File: config.mk
export PLATFORM = sky130hd
export DESIGN_NAME = bitmap_run_allocator
export DESIGN_NICKNAME = d
export VERILOG_FILES = /design/src/rtl/bra_pkg.sv /design/src/rtl/bitmap_run_allocator.sv
export SDC_FILE = /design/constraint.sdc
export NUM_CORES = 2
export LEC_CHECK = 0
export BUFFER_PORTS_ARGS = -buffer_cell sky130_fd_sc_hd__buf_4
export CAP_MARGIN = 5
export CELL_PAD_IN_SITES_DETAIL_PLACEMENT = 0
export CELL_PAD_IN_SITES_GLOBAL_PLACEMENT = 2
export CORE_UTILIZATION = 50
export CTS_CLUSTER_SIZE = 12
export DETAILED_ROUTE_END_ITERATION = 10
export PLACE_DENSITY = 0.94
export SETUP_SLACK_MARGIN = 0.02
export SYNTH_ARGS = -nofsm -noshare
export SYNTH_HDL_FRONTEND = slang
export SYNTH_SLANG_ARGS = --single-unit
File: constraint.sdc
create_clock -name i_clk -period 26.1 [get_ports i_clk]
set_input_delay 5.22 -clock i_clk [delete_from_list [all_inputs] [get_ports i_clk]]
set_output_delay 5.22 -clock i_clk [all_outputs]
set_load 0.03 [all_outputs]
File: src/rtl/bra_pkg.sv
package bra_pkg;

    // map geometry
    localparam int MAP_BYTES = 128;
    localparam int MAP_BITS  = MAP_BYTES * 8;
    localparam int WORD_W    = 32;
    localparam int WORD_SH   = $clog2(WORD_W);
    localparam int WORDS     = (MAP_BITS + WORD_W - 1) / WORD_W;
    localparam int WA        = (WORDS > 1) ? $clog2(WORDS) : 1;
    localparam int AW1       = WA + 1;

    // request and result field widths
    localparam int ACT_W  = 3;
    localparam int IDX_W  = 10;
    localparam int CNT_W  = 11;
    localparam int STAT_W = 2;
    localparam int CFG_W  = 8;

    localparam logic [CFG_W-1:0] BYTES_RESET = CFG_W'(128);

    typedef enum logic [ACT_W-1:0] {
        ACT_ACQUIRE = 3'd0,
        ACT_RELEASE = 3'd1,
        ACT_SET     = 3'd2,
        ACT_CHECK   = 3'd3,
        ACT_CLEAR   = 3'd4
    } t_action;

    typedef enum logic [STAT_W-1:0] {
        ST_OK      = 2'd0,
        ST_NOSPACE = 2'd1,
        ST_RANGE   = 2'd2
    } t_status;

    typedef enum logic [2:0] {
        S_IDLE,
        S_SCAN,
        S_MOD,
        S_CHK,
        S_RESP
    } t_state;

endpackage

File: src/rtl/bitmap_run_allocator.sv
// bitmap_run_allocator: first-fit allocator of contiguous units over a usage bitmap
//
// request channel: i_in_valid / o_in_stall with action, index, count and bit_value;
// a transfer happens on a rising edge with valid high and stall low. stall is low
// only while the sequencer is idle, so one request is worked on at a time
// result channel: o_out_valid / i_out_stall with status, start_index and bit_read,
// held in an output register; the next request is taken while a result still waits
// config channel: i_cfg_valid / o_cfg_ready writes bytes_in_use, always ready
//
// the map lives in a 32-bit wide synchronous ram, one word per cycle through the
// read port. acquire scans words 0 .. ceil(managed/32)-1 (up to 32) until the run
// is found, then makes a read-modify-write pass over the words of the run; release
// and set make the same pass over the words of their range, check reads one word,
// and clear all and errors go straight to the response.
// reset (synchronous, active low) empties the map at once through per-word valid
// bits, so no clearing pass is needed; clear all does the same.
// when the receiver stalls, the result is held in the output register and a finished
// request waits in its response state until the register frees up
module bitmap_run_allocator (
    input  logic                       i_clk,
    input  logic                       i_rst_n,
    // request channel
    input  logic                       i_in_valid,
    output logic                       o_in_stall,
    input  logic [bra_pkg::ACT_W-1:0]  i_action,
    input  logic [bra_pkg::IDX_W-1:0]  i_index,
    input  logic [bra_pkg::CNT_W-1:0]  i_count,
    input  logic                       i_bit_value,
    // result channel
    output logic                       o_out_valid,
    input  logic                       i_out_stall,
    output logic [bra_pkg::STAT_W-1:0] o_status,
    output logic [bra_pkg::IDX_W-1:0]  o_start_index,
    output logic                       o_bit_read,
    // config channel
    input  logic                       i_cfg_valid,
    output logic                       o_cfg_ready,
    input  logic [bra_pkg::CFG_W-1:0]  i_cfg_data
);
    import bra_pkg::*;

    // ------------------------------------------------------------------
    // registers
    // ------------------------------------------------------------------
    t_state              r_state, n_state;
    logic [CFG_W-1:0]    r_bytes;
    logic [ACT_W-1:0]    r_action, n_action;
    logic [IDX_W-1:0]    r_index, n_index;
    logic [CNT_W-1:0]    r_count, n_count;
    logic                r_setv, n_setv;       // value written by the modify pass
    logic [CNT_W-1:0]    r_lo, n_lo;           // modify range [lo, hi)
    logic [CNT_W-1:0]    r_hi, n_hi;
    logic [CNT_W-1:0]    r_run, n_run;         // free run carried across words
    logic [AW1-1:0]      r_rd_addr, n_rd_addr; // next word to read
    logic [AW1-1:0]      r_last, n_last;       // last word of the pass
    logic                r_pend, n_pend;       // read data of r_proc is valid
    logic [WA-1:0]       r_proc, n_proc;       // word whose data is in r_rdata
    logic [STAT_W-1:0]   r_res_status, n_res_status;
    logic [IDX_W-1:0]    r_res_start, n_res_start;
    logic                r_res_bit, n_res_bit;
    logic                r_out_valid, n_out_valid;
    logic [STAT_W-1:0]   r_out_status, n_out_status;
    logic [IDX_W-1:0]    r_out_start, n_out_start;
    logic                r_out_bit, n_out_bit;
    logic [WORDS-1:0]    r_vld;                // word holds written data, else reads zero

    // usage map ram
    logic [WORD_W-1:0]   r_mem [WORDS];
    logic [WORD_W-1:0]   r_rdata;
    logic                r_rd_vld;

    logic                in_xfer;
    logic                rd_en;
    logic [WA-1:0]       rd_addr;
    logic                wr_en;
    logic [WA-1:0]       wr_addr;
    logic [WORD_W-1:0]   wr_data;
    logic                vld_clr;

    logic [CFG_W-1:0]    clamped;
    logic [CNT_W-1:0]    total;        // managed bit count
    logic [CNT_W-1:0]    words_total;
    logic [CNT_W-1:0]    base;         // bit position of r_proc bit 0
    logic [WORD_W-1:0]   word;
    logic [WORD_W-1:0]   used;
    logic [CNT_W-1:0]    run_at [WORD_W];
    logic [WORD_W-1:0]   hit_vec;
    logic [WORD_SH-1:0]  hit_pos;
    logic [CNT_W-1:0]    acq_start;
    logic [CNT_W-1:0]    acq_end;
    logic [WORD_W-1:0]   mod_mask;
    logic [CNT_W-1:0]    rel_end;

    assign o_cfg_ready = 1'b1;
    assign o_in_stall  = (r_state != S_IDLE);
    assign in_xfer     = i_in_valid && !o_in_stall;

    assign o_out_valid   = r_out_valid;
    assign o_status      = r_out_status;
    assign o_start_index = r_out_start;
    assign o_bit_read    = r_out_bit;

    // managed bits = min(bytes_in_use, MAP_BYTES) * 8
    assign clamped     = (32'(r_bytes) > 32'(MAP_BYTES)) ? CFG_W'(MAP_BYTES) : r_bytes;
    assign total       = CNT_W'(clamped) << 3;
    assign words_total = (total + CNT_W'(WORD_W - 1)) >> WORD_SH;

    // ------------------------------------------------------------------
    // ram port control
    // ------------------------------------------------------------------
    always_comb begin
        rd_en = 1'b0;
        unique case (r_state)
            S_SCAN, S_MOD: rd_en = (r_rd_addr <= r_last);
            S_CHK:         rd_en = !r_pend;
            default:       rd_en = 1'b0;
        endcase
    end
    assign rd_addr = r_rd_addr[WA-1:0];

    // unwritten words read as all free
    assign word = r_rd_vld ? r_rdata : '0;
    assign base = CNT_W'({r_proc, WORD_SH'(0)});

    // range mask of the modify pass for the current word
    always_comb begin
        for (int k = 0; k < WORD_W; k++) begin
            mod_mask[k] = ((base + CNT_W'(k)) >= r_lo) && ((base + CNT_W'(k)) < r_hi);
        end
    end

    assign wr_en   = (r_state == S_MOD) && r_pend;
    assign wr_addr = r_proc;
    assign wr_data = r_setv ? (word | mod_mask) : (word & ~mod_mask);

    // ------------------------------------------------------------------
    // first-fit search over one word: the free run ending at each bit
    // is either the carried run plus the leading free bits, or the
    // distance to the nearest used bit at or below it
    // ------------------------------------------------------------------
    always_comb begin
        for (int k = 0; k < WORD_W; k++) begin
            used[k] = word[k] || ((base + CNT_W'(k)) >= total);
        end
    end

    always_comb begin
        logic              any;
        logic [WORD_SH-1:0] last;
        for (int j = 0; j < WORD_W; j++) begin
            any  = 1'b0;
            last = '0;
            for (int k = 0; k < WORD_W; k++) begin
                if (k <= j && used[k]) begin
                    any  = 1'b1;
                    last = WORD_SH'(k);
                end
            end
            if (any) begin
                run_at[j] = CNT_W'(j) - CNT_W'(last);
            end else begin
                run_at[j] = r_run + CNT_W'(j + 1);
            end
            hit_vec[j] = (run_at[j] >= r_count);
        end
    end

    always_comb begin
        hit_pos = '0;
        for (int j = WORD_W - 1; j >= 0; j--) begin
            if (hit_vec[j]) begin
                hit_pos = WORD_SH'(j);
            end
        end
    end

    assign acq_start = base + CNT_W'(hit_pos) + CNT_W'(1) - r_count;
    assign acq_end   = acq_start + r_count;
    assign rel_end   = CNT_W'(i_index) + i_count;

    // ------------------------------------------------------------------
    // sequencer
    // ------------------------------------------------------------------
    always_comb begin
        n_state      = r_state;
        n_action     = r_action;
        n_index      = r_index;
        n_count      = r_count;
        n_setv       = r_setv;
        n_lo         = r_lo;
        n_hi         = r_hi;
        n_run        = r_run;
        n_rd_addr    = r_rd_addr;
        n_last       = r_last;
        n_pend       = 1'b0;
        n_proc       = r_proc;
        n_res_status = r_res_status;
        n_res_start  = r_res_start;
        n_res_bit    = r_res_bit;
        n_out_valid  = r_out_valid && i_out_stall;
        n_out_status = r_out_status;
        n_out_start  = r_out_start;
        n_out_bit    = r_out_bit;
        vld_clr      = 1'b0;

        if (rd_en) begin
            n_rd_addr = r_rd_addr + AW1'(1);
            n_proc    = rd_addr;
            n_pend    = 1'b1;
        end

        unique case (r_state)
            S_IDLE: begin
                if (in_xfer) begin
                    n_action     = i_action;
                    n_index      = i_index;
                    n_count      = i_count;
                    n_setv       = i_bit_value;
                    n_res_status = ST_OK;
                    n_res_start  = '0;
                    n_res_bit    = 1'b0;
                    n_state      = S_RESP;
                    n_pend       = 1'b0;
                    case (i_action)
                        ACT_ACQUIRE: begin
                            if (i_count == '0 || i_count > total) begin
                                n_res_status = ST_RANGE;
                            end else begin
                                n_run     = '0;
                                n_rd_addr = '0;
                                n_last    = AW1'(words_total - CNT_W'(1));
                                n_state   = S_SCAN;
                            end
                        end
                        ACT_RELEASE: begin
                            if (i_count == '0) begin
                                n_res_status = ST_OK;
                            end else if (CNT_W'(i_index) >= total
                                         || i_count > total - CNT_W'(i_index)) begin
                                n_res_status = ST_RANGE;
                            end else begin
                                n_setv    = 1'b0;
                                n_lo      = CNT_W'(i_index);
                                n_hi      = rel_end;
                                n_rd_addr = AW1'(i_index >> WORD_SH);
                                n_last    = AW1'((rel_end - CNT_W'(1)) >> WORD_SH);
                                n_state   = S_MOD;
                            end
                        end
                        ACT_SET: begin
                            if (CNT_W'(i_index) >= total) begin
                                n_res_status = ST_RANGE;
                            end else begin
                                n_lo      = CNT_W'(i_index);
                                n_hi      = CNT_W'(i_index) + CNT_W'(1);
                                n_rd_addr = AW1'(i_index >> WORD_SH);
                                n_last    = AW1'(i_index >> WORD_SH);
                                n_state   = S_MOD;
                            end
                        end
                        ACT_CHECK: begin
                            if (CNT_W'(i_index) >= total) begin
                                n_res_status = ST_RANGE;
                            end else begin
                                n_rd_addr = AW1'(i_index >> WORD_SH);
                                n_state   = S_CHK;
                            end
                        end
                        ACT_CLEAR: begin
                            vld_clr = 1'b1;
                        end
                        default: begin
                            n_res_status = ST_RANGE;
                        end
                    endcase
                end
            end

            S_SCAN: begin
                if (r_pend) begin
                    n_run = run_at[WORD_W-1];
                    if (|hit_vec) begin
                        // found: mark the run used
                        n_res_start = acq_start[IDX_W-1:0];
                        n_setv      = 1'b1;
                        n_lo        = acq_start;
                        n_hi        = acq_end;
                        n_rd_addr   = AW1'(acq_start >> WORD_SH);
                        n_last      = AW1'((acq_end - CNT_W'(1)) >> WORD_SH);
                        n_pend      = 1'b0;
                        n_state     = S_MOD;
                    end else if (AW1'(r_proc) == r_last) begin
                        n_res_status = ST_NOSPACE;
                        n_pend       = 1'b0;
                        n_state      = S_RESP;
                    end
                end
            end

            S_MOD: begin
                if (r_pend && AW1'(r_proc) == r_last) begin
                    n_pend  = 1'b0;
                    n_state = S_RESP;
                end
            end

            S_CHK: begin
                if (r_pend) begin
                    n_res_bit = word[r_index[WORD_SH-1:0]];
                    n_pend    = 1'b0;
                    n_state   = S_RESP;
                end
            end

            S_RESP: begin
                if (!r_out_valid || !i_out_stall) begin
                    n_out_valid  = 1'b1;
                    n_out_status = r_res_status;
                    n_out_start  = r_res_start;
                    n_out_bit    = r_res_bit;
                    n_state      = S_IDLE;
                end
            end

            default: n_state = S_IDLE;
        endcase
    end

    // control registers
    always_ff @(posedge i_clk) begin
        if (!i_rst_n) begin
            r_state     <= S_IDLE;
            r_pend      <= 1'b0;
            r_out_valid <= 1'b0;
            r_vld       <= '0;
            r_bytes     <= BYTES_RESET;
        end else begin
            r_state     <= n_state;
            r_pend      <= n_pend;
            r_out_valid <= n_out_valid;
            if (vld_clr) begin
                r_vld <= '0;
            end else if (wr_en) begin
                r_vld[wr_addr] <= 1'b1;
            end
            if (i_cfg_valid && o_cfg_ready) begin
                r_bytes <= i_cfg_data;
            end
        end
    end

    // payload registers
    always_ff @(posedge i_clk) begin
        r_action     <= n_action;
        r_index      <= n_index;
        r_count      <= n_count;
        r_setv       <= n_setv;
        r_lo         <= n_lo;
        r_hi         <= n_hi;
        r_run        <= n_run;
        r_rd_addr    <= n_rd_addr;
        r_last       <= n_last;
        r_proc       <= n_proc;
        r_res_status <= n_res_status;
        r_res_start  <= n_res_start;
        r_res_bit    <= n_res_bit;
        r_out_status <= n_out_status;
        r_out_start  <= n_out_start;
        r_out_bit    <= n_out_bit;
    end

    // usage map ram, one read and one write port
    always_ff @(posedge i_clk) begin
        if (rd_en) begin
            r_rdata  <= r_mem[rd_addr];
            r_rd_vld <= r_vld[rd_addr];
        end
        if (wr_en) begin
            r_mem[wr_addr] <= wr_data;
        end
    end

    // ------------------------------------------------------------------
    // assertions
    // ------------------------------------------------------------------
    a_no_same_word: assert property (@(posedge i_clk) disable iff (!i_rst_n)
        (wr_en && rd_en) |-> (wr_addr != rd_addr))
        else $error("read and write of the same map word in one cycle");

    a_busy_after_xfer: assert property (@(posedge i_clk) disable iff (!i_rst_n)
        in_xfer |=> (r_state != S_IDLE))
        else $error("request transfer did not leave idle");

    a_bit_only_ok: assert property (@(posedge i_clk) disable iff (!i_rst_n)
        (o_out_valid && o_bit_read) |-> (o_status == ST_OK))
        else $error("bit read reported with an error status");

    a_proc_in_pass: assert property (@(posedge i_clk) disable iff (!i_rst_n)
        (r_pend && (r_state == S_SCAN || r_state == S_MOD)) |-> (AW1'(r_proc) <= r_last))
        else $error("word processed beyond the end of the pass");

    a_action_used: assert property (@(posedge i_clk) disable iff (!i_rst_n)
        (r_state == S_SCAN) |-> (r_action == ACT_ACQUIRE))
        else $error("scan running for a request other than acquire");

endmodule

# [After elaboration in Yosys (flattened, before gate mapping)]
# Memories as Yosys holds them, arrays and structs flattened. A register that Yosys moved wholly into a read port is not among the register bits.
# Cells that the tools add are included.
[op_classes] add_sub_neg=106 magnitude_cmp=137 n_eq_ne=26 n_mux=230 n_bitwise=5 n_reduce_logical=95
[op_table] cell="11-bit >= comparator" count=94
[op_table] cell="11-bit two-way mux" count=48
[op_table] cell="11-bit less-than comparator" count=31
[op_table] cell="5-bit two-way mux" count=62
[op_table] cell="11-bit by 5-bit adder with 11-bit output (second input constant)" count=17
[op_table] cell="10-bit by 5-bit adder with 11-bit output (second input constant)" count=16
[op_table] cell="11-bit case mux with 2 select lines" count=5
[op_table] cell="5-bit by 5-bit subtractor with 6-bit output (first input constant)" count=16
[op_table] cell="6-bit two-way mux" count=15
[op_table] cell="10-bit by 4-bit adder with 11-bit output (second input constant)" count=8
[op_table] cell="11-bit by 4-bit adder with 11-bit output (second input constant)" count=8
[op_table] cell="32-bit two-way mux" count=2
[op_table] cell="32-bit OR" count=2
[op_table] cell="1-bit two-way mux" count=58
[op_table] cell="4-bit by 5-bit subtractor with 6-bit output (first input constant)" count=8
[op_table] cell="10-bit by 3-bit adder with 11-bit output (second input constant)" count=4
[op_table] cell="11-bit by 3-bit adder with 11-bit output (second input constant)" count=4
[op_table] cell="1-bit logical AND" count=37
[op_table] cell="3-bit two-way mux" count=12
[op_table] cell="6-bit case mux with 3 select lines" count=2
[op_table] cell="1-bit logical OR" count=35
[op_table] cell="10-bit by 11-bit >= comparator with 1-bit output" count=3
[op_table] cell="32-bit AND" count=1
[op_table] cell="32-bit NOT" count=1
[op_table] cell="59 further kinds" count=110
[totals] reg_bits=139 ram_bits=1024 out_inout_bits=16 elab_cells=621 n_memories=1
[mem_list] memory="r_mem" words=32 width=32 rd=1 rd_ports_with_merged_regs=1 wr=1 line_no="bitmap_run_allocator.sv:68" source="logic [WORD_W-1:0] r_mem [WORDS];"

# [Depth between registers and ports, before layout]
[logic_depth] word_depth=78 mapped_depth=49 depth_no_buf=47

# [Worst setup path after synthesis]
# OpenSTA, ideal clock, no wires.
[synth_timing] path_type="input -> register" start="input port i_index[0] (netlist bit)" end="register r_hi[0], enable pin" arrival_time_ps=9065 t_required_ps=25668 slack_ps=16603 stages=19 path_cell_list="clkbuf_1 -> inv_1 -> ha_1 -> and3b_1 -> o21a_1 -> o21ai_0 -> nand2b_1 -> a21o_1 -> a21o_1 -> a21o_1 -> a21oi_1 -> xnor2_1 -> ha_1 -> a211oi_1 -> o21ai_0 -> o31ai_1 -> a31o_2 -> nand4_1 -> o21ai_0"
[synth_between] elab_chain_len=5 elab_cells_between_ends=7 cone_classes="1 x add/sub; 2 x order compare; 2 x eq/ne; 2 x reduce/logical"
[synth_rtl] item="from (decl)" line_no="bitmap_run_allocator.sv:26" source="input logic [bra_pkg::IDX_W-1:0] i_index,"
[synth_rtl] item="11-bit by 10-bit subtractor with 11-bit output" line_no="bitmap_run_allocator.sv:239" source="|| i_count > total - CNT_W'(i_index)) begin"
[synth_rtl] item="11-bit > comparator" line_no="bitmap_run_allocator.sv:239"
[synth_rtl] item="1-bit logical OR" line_no="bitmap_run_allocator.sv:239"
[synth_rtl] item="3-bit != test (no source line)"
[synth_rtl] item="8-bit AND reduction (no source line) (*)"
[synth_rtl] item="to (signal assigned)" line_no="bitmap_run_allocator.sv:359" source="r_hi <= n_hi;"
[synth_rtl] item="to (decl)" line_no="bitmap_run_allocator.sv:52" source="logic [CNT_W-1:0] r_hi, n_hi;"
# Every way passes the cells marked *; elsewhere a longest branch is shown, timed or not.
# A chain may end at the register's enable or synchronous reset.

# [Worst setup path after layout]
[layout_timing] start="register r_bytes[7]" end="register r_last[5] (data pin)"
[layout_between] elab_chain_len=78 elab_cells_between_ends=269 cone_classes="38 x add/sub; 65 x order compare; 134 x mux; 32 x reduce/logical"
[layout_rtl] item="from (decl)" line_no="bitmap_run_allocator.sv:46" source="logic [CFG_W-1:0] r_bytes;"
[layout_rtl] item="from (signal assigned)" line_no="bitmap_run_allocator.sv:347" source="r_bytes <= i_cfg_data;"
[layout_rtl] item="8-bit > comparator" line_no="bitmap_run_allocator.sv:104" source="assign clamped = (32'(r_bytes) > 32'(MAP_BYTES)) ? CFG_W'(MAP_BYTES) : r_bytes;"
[layout_rtl] item="8-bit two-way mux (*)" line_no="bitmap_run_allocator.sv:104"
[layout_rtl] item="11-bit >= comparator or 10-bit by 11-bit >= comparator with 1-bit output (tied branches)" line_no="bitmap_run_allocator.sv:143" source="used[k] = word[k] || ((base + CNT_W'(k)) >= total);"
[layout_rtl] item="1-bit logical OR" line_no="bitmap_run_allocator.sv:143"
[layout_rtl] item="1-bit two-way mux" line_no="bitmap_run_allocator.sv:154" source="if (k <= j && used[k]) begin"
[layout_rtl] item="5-bit two-way mux or 1-bit two-way mux (tied branches) (30 in a row)" line_no="bitmap_run_allocator.sv:154"
[layout_rtl] item="5-bit by 5-bit subtractor with 6-bit output or 1-bit two-way mux (tied branches)" line_no="bitmap_run_allocator.sv:160, bitmap_run_allocator.sv:154"
[layout_rtl] item="11-bit two-way mux" line_no="bitmap_run_allocator.sv:159" source="if (any) begin"
[layout_rtl] item="(+35 left out)"
[layout_rtl] item="11-bit subtractor (*)" line_no="bitmap_run_allocator.sv:177" source="assign acq_start = base + CNT_W'(hit_pos) + CNT_W'(1) - r_count;"
[layout_rtl] item="via acq_start[5]" line_no="bitmap_run_allocator.sv:89" source="logic [CNT_W-1:0] acq_start;"
[layout_rtl] item="11-bit adder (*)" line_no="bitmap_run_allocator.sv:178" source="assign acq_end = acq_start + r_count;"
[layout_rtl] item="11-bit by 1-bit subtractor with 11-bit output (*)" line_no="bitmap_run_allocator.sv:289" source="n_last = AW1'((acq_end - CNT_W'(1)) >> WORD_SH);"
[layout_rtl] item="6-bit two-way mux (*)" line_no="bitmap_run_allocator.sv:282" source="if (|hit_vec) begin"
[layout_rtl] item="6-bit two-way mux (*)" line_no="bitmap_run_allocator.sv:280" source="if (r_pend) begin"
[layout_rtl] item="6-bit case mux with 2 select lines (*)" line_no="bitmap_run_allocator.sv:212" source="unique case (r_state)"
[layout_rtl] item="via n_last[5]" line_no="bitmap_run_allocator.sv:55" source="logic [AW1-1:0] r_last, n_last;"
[layout_rtl] item="to (signal assigned)" line_no="bitmap_run_allocator.sv:362" source="r_last <= n_last;"
[layout_rtl] item="to (decl)" line_no="bitmap_run_allocator.sv:55"
# Mark *: on every way through the listed nets, which the timed path passes. The rest lies on a longest branch. The select of a mux whose other input is x is not followed.

==> qor.yml <==
outcome:
  status: "finished, final reports clean"
route:
  drt-initial-drc-count: 5872
  ant_nets: 0
  vias: 46400
  wl_per_cell_um: 33.2
  drt_wl_total_um: 228000
  viasPerCell: 6.74
  drcViolationCount: 0
  dr.pass1.iters: 6
sta:
  hold_viol: 0
  worst_slew_pin_slew_ns: 1.44
  skew_ns: 0.0852
  rsz0062_at_grt: "no"
  tns_ns: 0
  period_needed_ns: 11.45
  setup_viol: 0
  period_share: 0.439
  max_slew_margin: 0.0356
  drv_slew: 0
  max_freq_mhz: 87.3
global_routing:
  grt_max_degree: 65
  grt_overflow: 0
  grt_antenna_before_repair: 8
  grt_pass1_vias: 45100
  grt_pass1_wl_um: 324000
  grt_usage: 0.343
floorplanning:
  rows: 132
  ios: 54
  core_um2: 130000
  die_y_um: 365
  start_util: 0.506
  chipWidth_um: 365
  die-area_um2: 133000
clock_tree:
  cts_resized: 0
  cts.path.max_buffers: 3
  cts-root-buf: "clkbuf_16"
  cts_hold_buf: 0
  post_cts_buffers: 0
  path_clk_slew_ns: 0.06
  tritoncts: "done"
  clock_latency_ns: 0.78
  cts_max_level: 3
  cts_inserted_buffers: 116
  numClockSinks: 1195
job:
  cap_violations: 0
critical_path:
  critPathMaxFanout: 17
  crit_arrival_ns: 11.91
  cp-start-kind: "flip-flop"
  crit_buf_inv: 2
  critPathTopFamily: "simple AND/OR/NAND/NOR gates"
  cp-end-kind: "flip-flop"
  path_class: "reg2reg"
  cpMaxStageDelayCell: "a2111oi_0"
  critPathMaxStageDelay_ns: 0.91
  r2r_setup_slack_ns: 14.65
  required_ns: 26.56
finish:
  fin_area_um2: 72400
  syn2layout_area_growth_pct: 10.2
  nNetsFinal: 5612
  fillCellCount: 10400
  drive_gt1_frac: 0.163
placed_design:
  gp_congestion: 1.00
  portBuffers: 52
  place_area_um2: 68900
  hpwl_um: 141000
synth:
  postSynthAreaPerCell_um2: 13.2
  synth_top_area_frac: 0.523
  ys_types: 100
  ys_seq_elements: 1195
  synth_flop_cell: "edfxtp_1"
  syn_area_um2: 65700
  yosysTopAreaCell: "edfxtp_1"
  synthCells: 4975
  synthArstFlopShare: 0
  yosysSeqAreaShare: 0.538
  synth-edff-count: 1144
  yosys-top-cells-area: "edfxtp_1, mux4_2, ha_1"
  synth_warnings: 0
  synth_nets: 5509
power_and_ir_drop:
  power.density_nw_per_um2: 82.2
  total_leakage_power_nw: 25.8
  vdd_drop_max_v: 0.0000975
hold_path:
  hp-class: "reg2reg"
==> cells by family (layout without fill, tap and decap cells) <==
kind of cell	Yosys count	in the layout	synth area share
simple gates	1331	1331	0.0921
flops	1195	1195	0.538
compound gates	907	907	0.0875
fa+ha+maj	496	496	0.0948
mux	424	424	0.130
buf+inv	337	503	0.0194
xor+xnor	284	284	0.0379
other cells	1	3	0.0000571
==> synth_stat cells, drive strengths merged (11+ instances only) <==
cell type,n
a211o,14
nand4,38
mux2i,41
edfxtp,1144
o31ai,25
a21o,57
xnor2,181
dfxtp,51
clkbuf,181
o22ai,42
ha,493
nor4,28
o21ai,196
buf,33
mux2,44
mux4,339
nor3,73
nor2b,48
o21a,39
or3,24
nand3,103
nand2b,37
a31oi,46
a211oi,43
xor2,103
nand2,346
a221oi,11
nor2,535
inv,121
and3,22
o211ai,35
and2,25
a21oi,284
==> area by class of cell <==
class                           instances  area, um^2  share of cell area
Sequential cell                      1195       35400               0.489
Multi-Input combinational cell       3443       29400               0.407
Clock buffer                          157        3100              0.0428
Tap cell                             1742        2180              0.0301
Timing Repair Buffer                  199        1520              0.0211
Inverter                              123         462             0.00638
Clock inverter                         24         300             0.00415
Antenna cell                            2        5.00           0.0000691
==> path summary, 6_finish.rpt <==
| kind | cells past startpoint | startpoint | endpoint |
|---|---|---|---|
| worst max register to register | 37 | r_bytes[7] | r_last[5] |
| worst max-delay path | 37 | r_bytes[7] | r_last[5] |
| worst min-delay path | 0 | r_res_start[0] | o_start_index[0] |
| worst min register to register | 0 | r_res_start[0] | o_start_index[0] |
==> per-stage QoR <==
stage                     utilization  hold slack [ns]  setup WS [ns]  power [W]  cells
after CTS                       0.556            0.417          14.81    0.00594   6879
after floorplan                     -            0.400          16.60    0.00376   4975
after global routing            0.557            0.427          13.68    0.00617   6883
after detailed placement        0.530            0.405          14.90    0.00435   6698
final                           0.557            0.419          14.65    0.00595   6885
after global placement          0.530            0.401          15.15    0.00431   6698
==> power by group <==
group	internal (W)	switching, W	leakage (nW)	total, W
Sequential	0.00221	0.0000677	10.9	0.00228
Combinational	0.000903	0.00121	13.3	0.00211
Clock	0.000837	0.000729	1.64	0.00157
==> flip-flops by register name, indices dropped and copies added, names as in the netlist, 3 cells and up <==
| register | cells |
|---|---|
| r_mem | 1024 |
| r_rdata | 32 |
| r_vld | 32 |
| r_count | 11 |
| r_hi | 11 |
| r_lo | 11 |
| r_run | 11 |
| o_start_index | 10 |
| r_res_start | 10 |
| r_bytes | 8 |
| r_last | 6 |
| r_rd_addr | 6 |
| r_index | 5 |
| r_proc | 5 |
| r_state | 3 |
==> placed cells by master, fill, tap and decap left out, drive strengths merged, types with 10 or more instances in the layout <==
master	Yosys	layout
nor3	73	73
xnor2	181	181
xor2	103	103
and3	22	22
nand3	103	103
a21oi	284	284
o22ai	42	42
a211o	14	14
edfxtp	1144	1144
dfxtp	51	51
o211ai	35	35
mux2i	41	41
clkbuf	181	157
o31ai	25	25
a31oi	46	46
nand4	38	38
nor2b	48	48
clkinv	2	26
a211oi	43	43
buf	33	199
o21a	39	39
nor3b	10	10
a221oi	11	11
or2	10	10
or3	24	24
o21ai	196	196
inv	121	120
nor4	28	28
ha	493	493
mux2	44	44
and2	25	25
nand2	346	346
a21o	57	57
mux4	339	339
nor2	535	535
nand2b	37	37
==> per-layer routing <==
layer	vias to the layer above	global-route usage	share of wire
met5	-	0	0.00033
met4	12	0.178	0.060
met3	747	0.0601	0.10
met2	3089	0.551	0.46
met1	23100	0.447	0.38
li1	19400	-	-
Note: power is estimated with default switching activity, not from simulation.
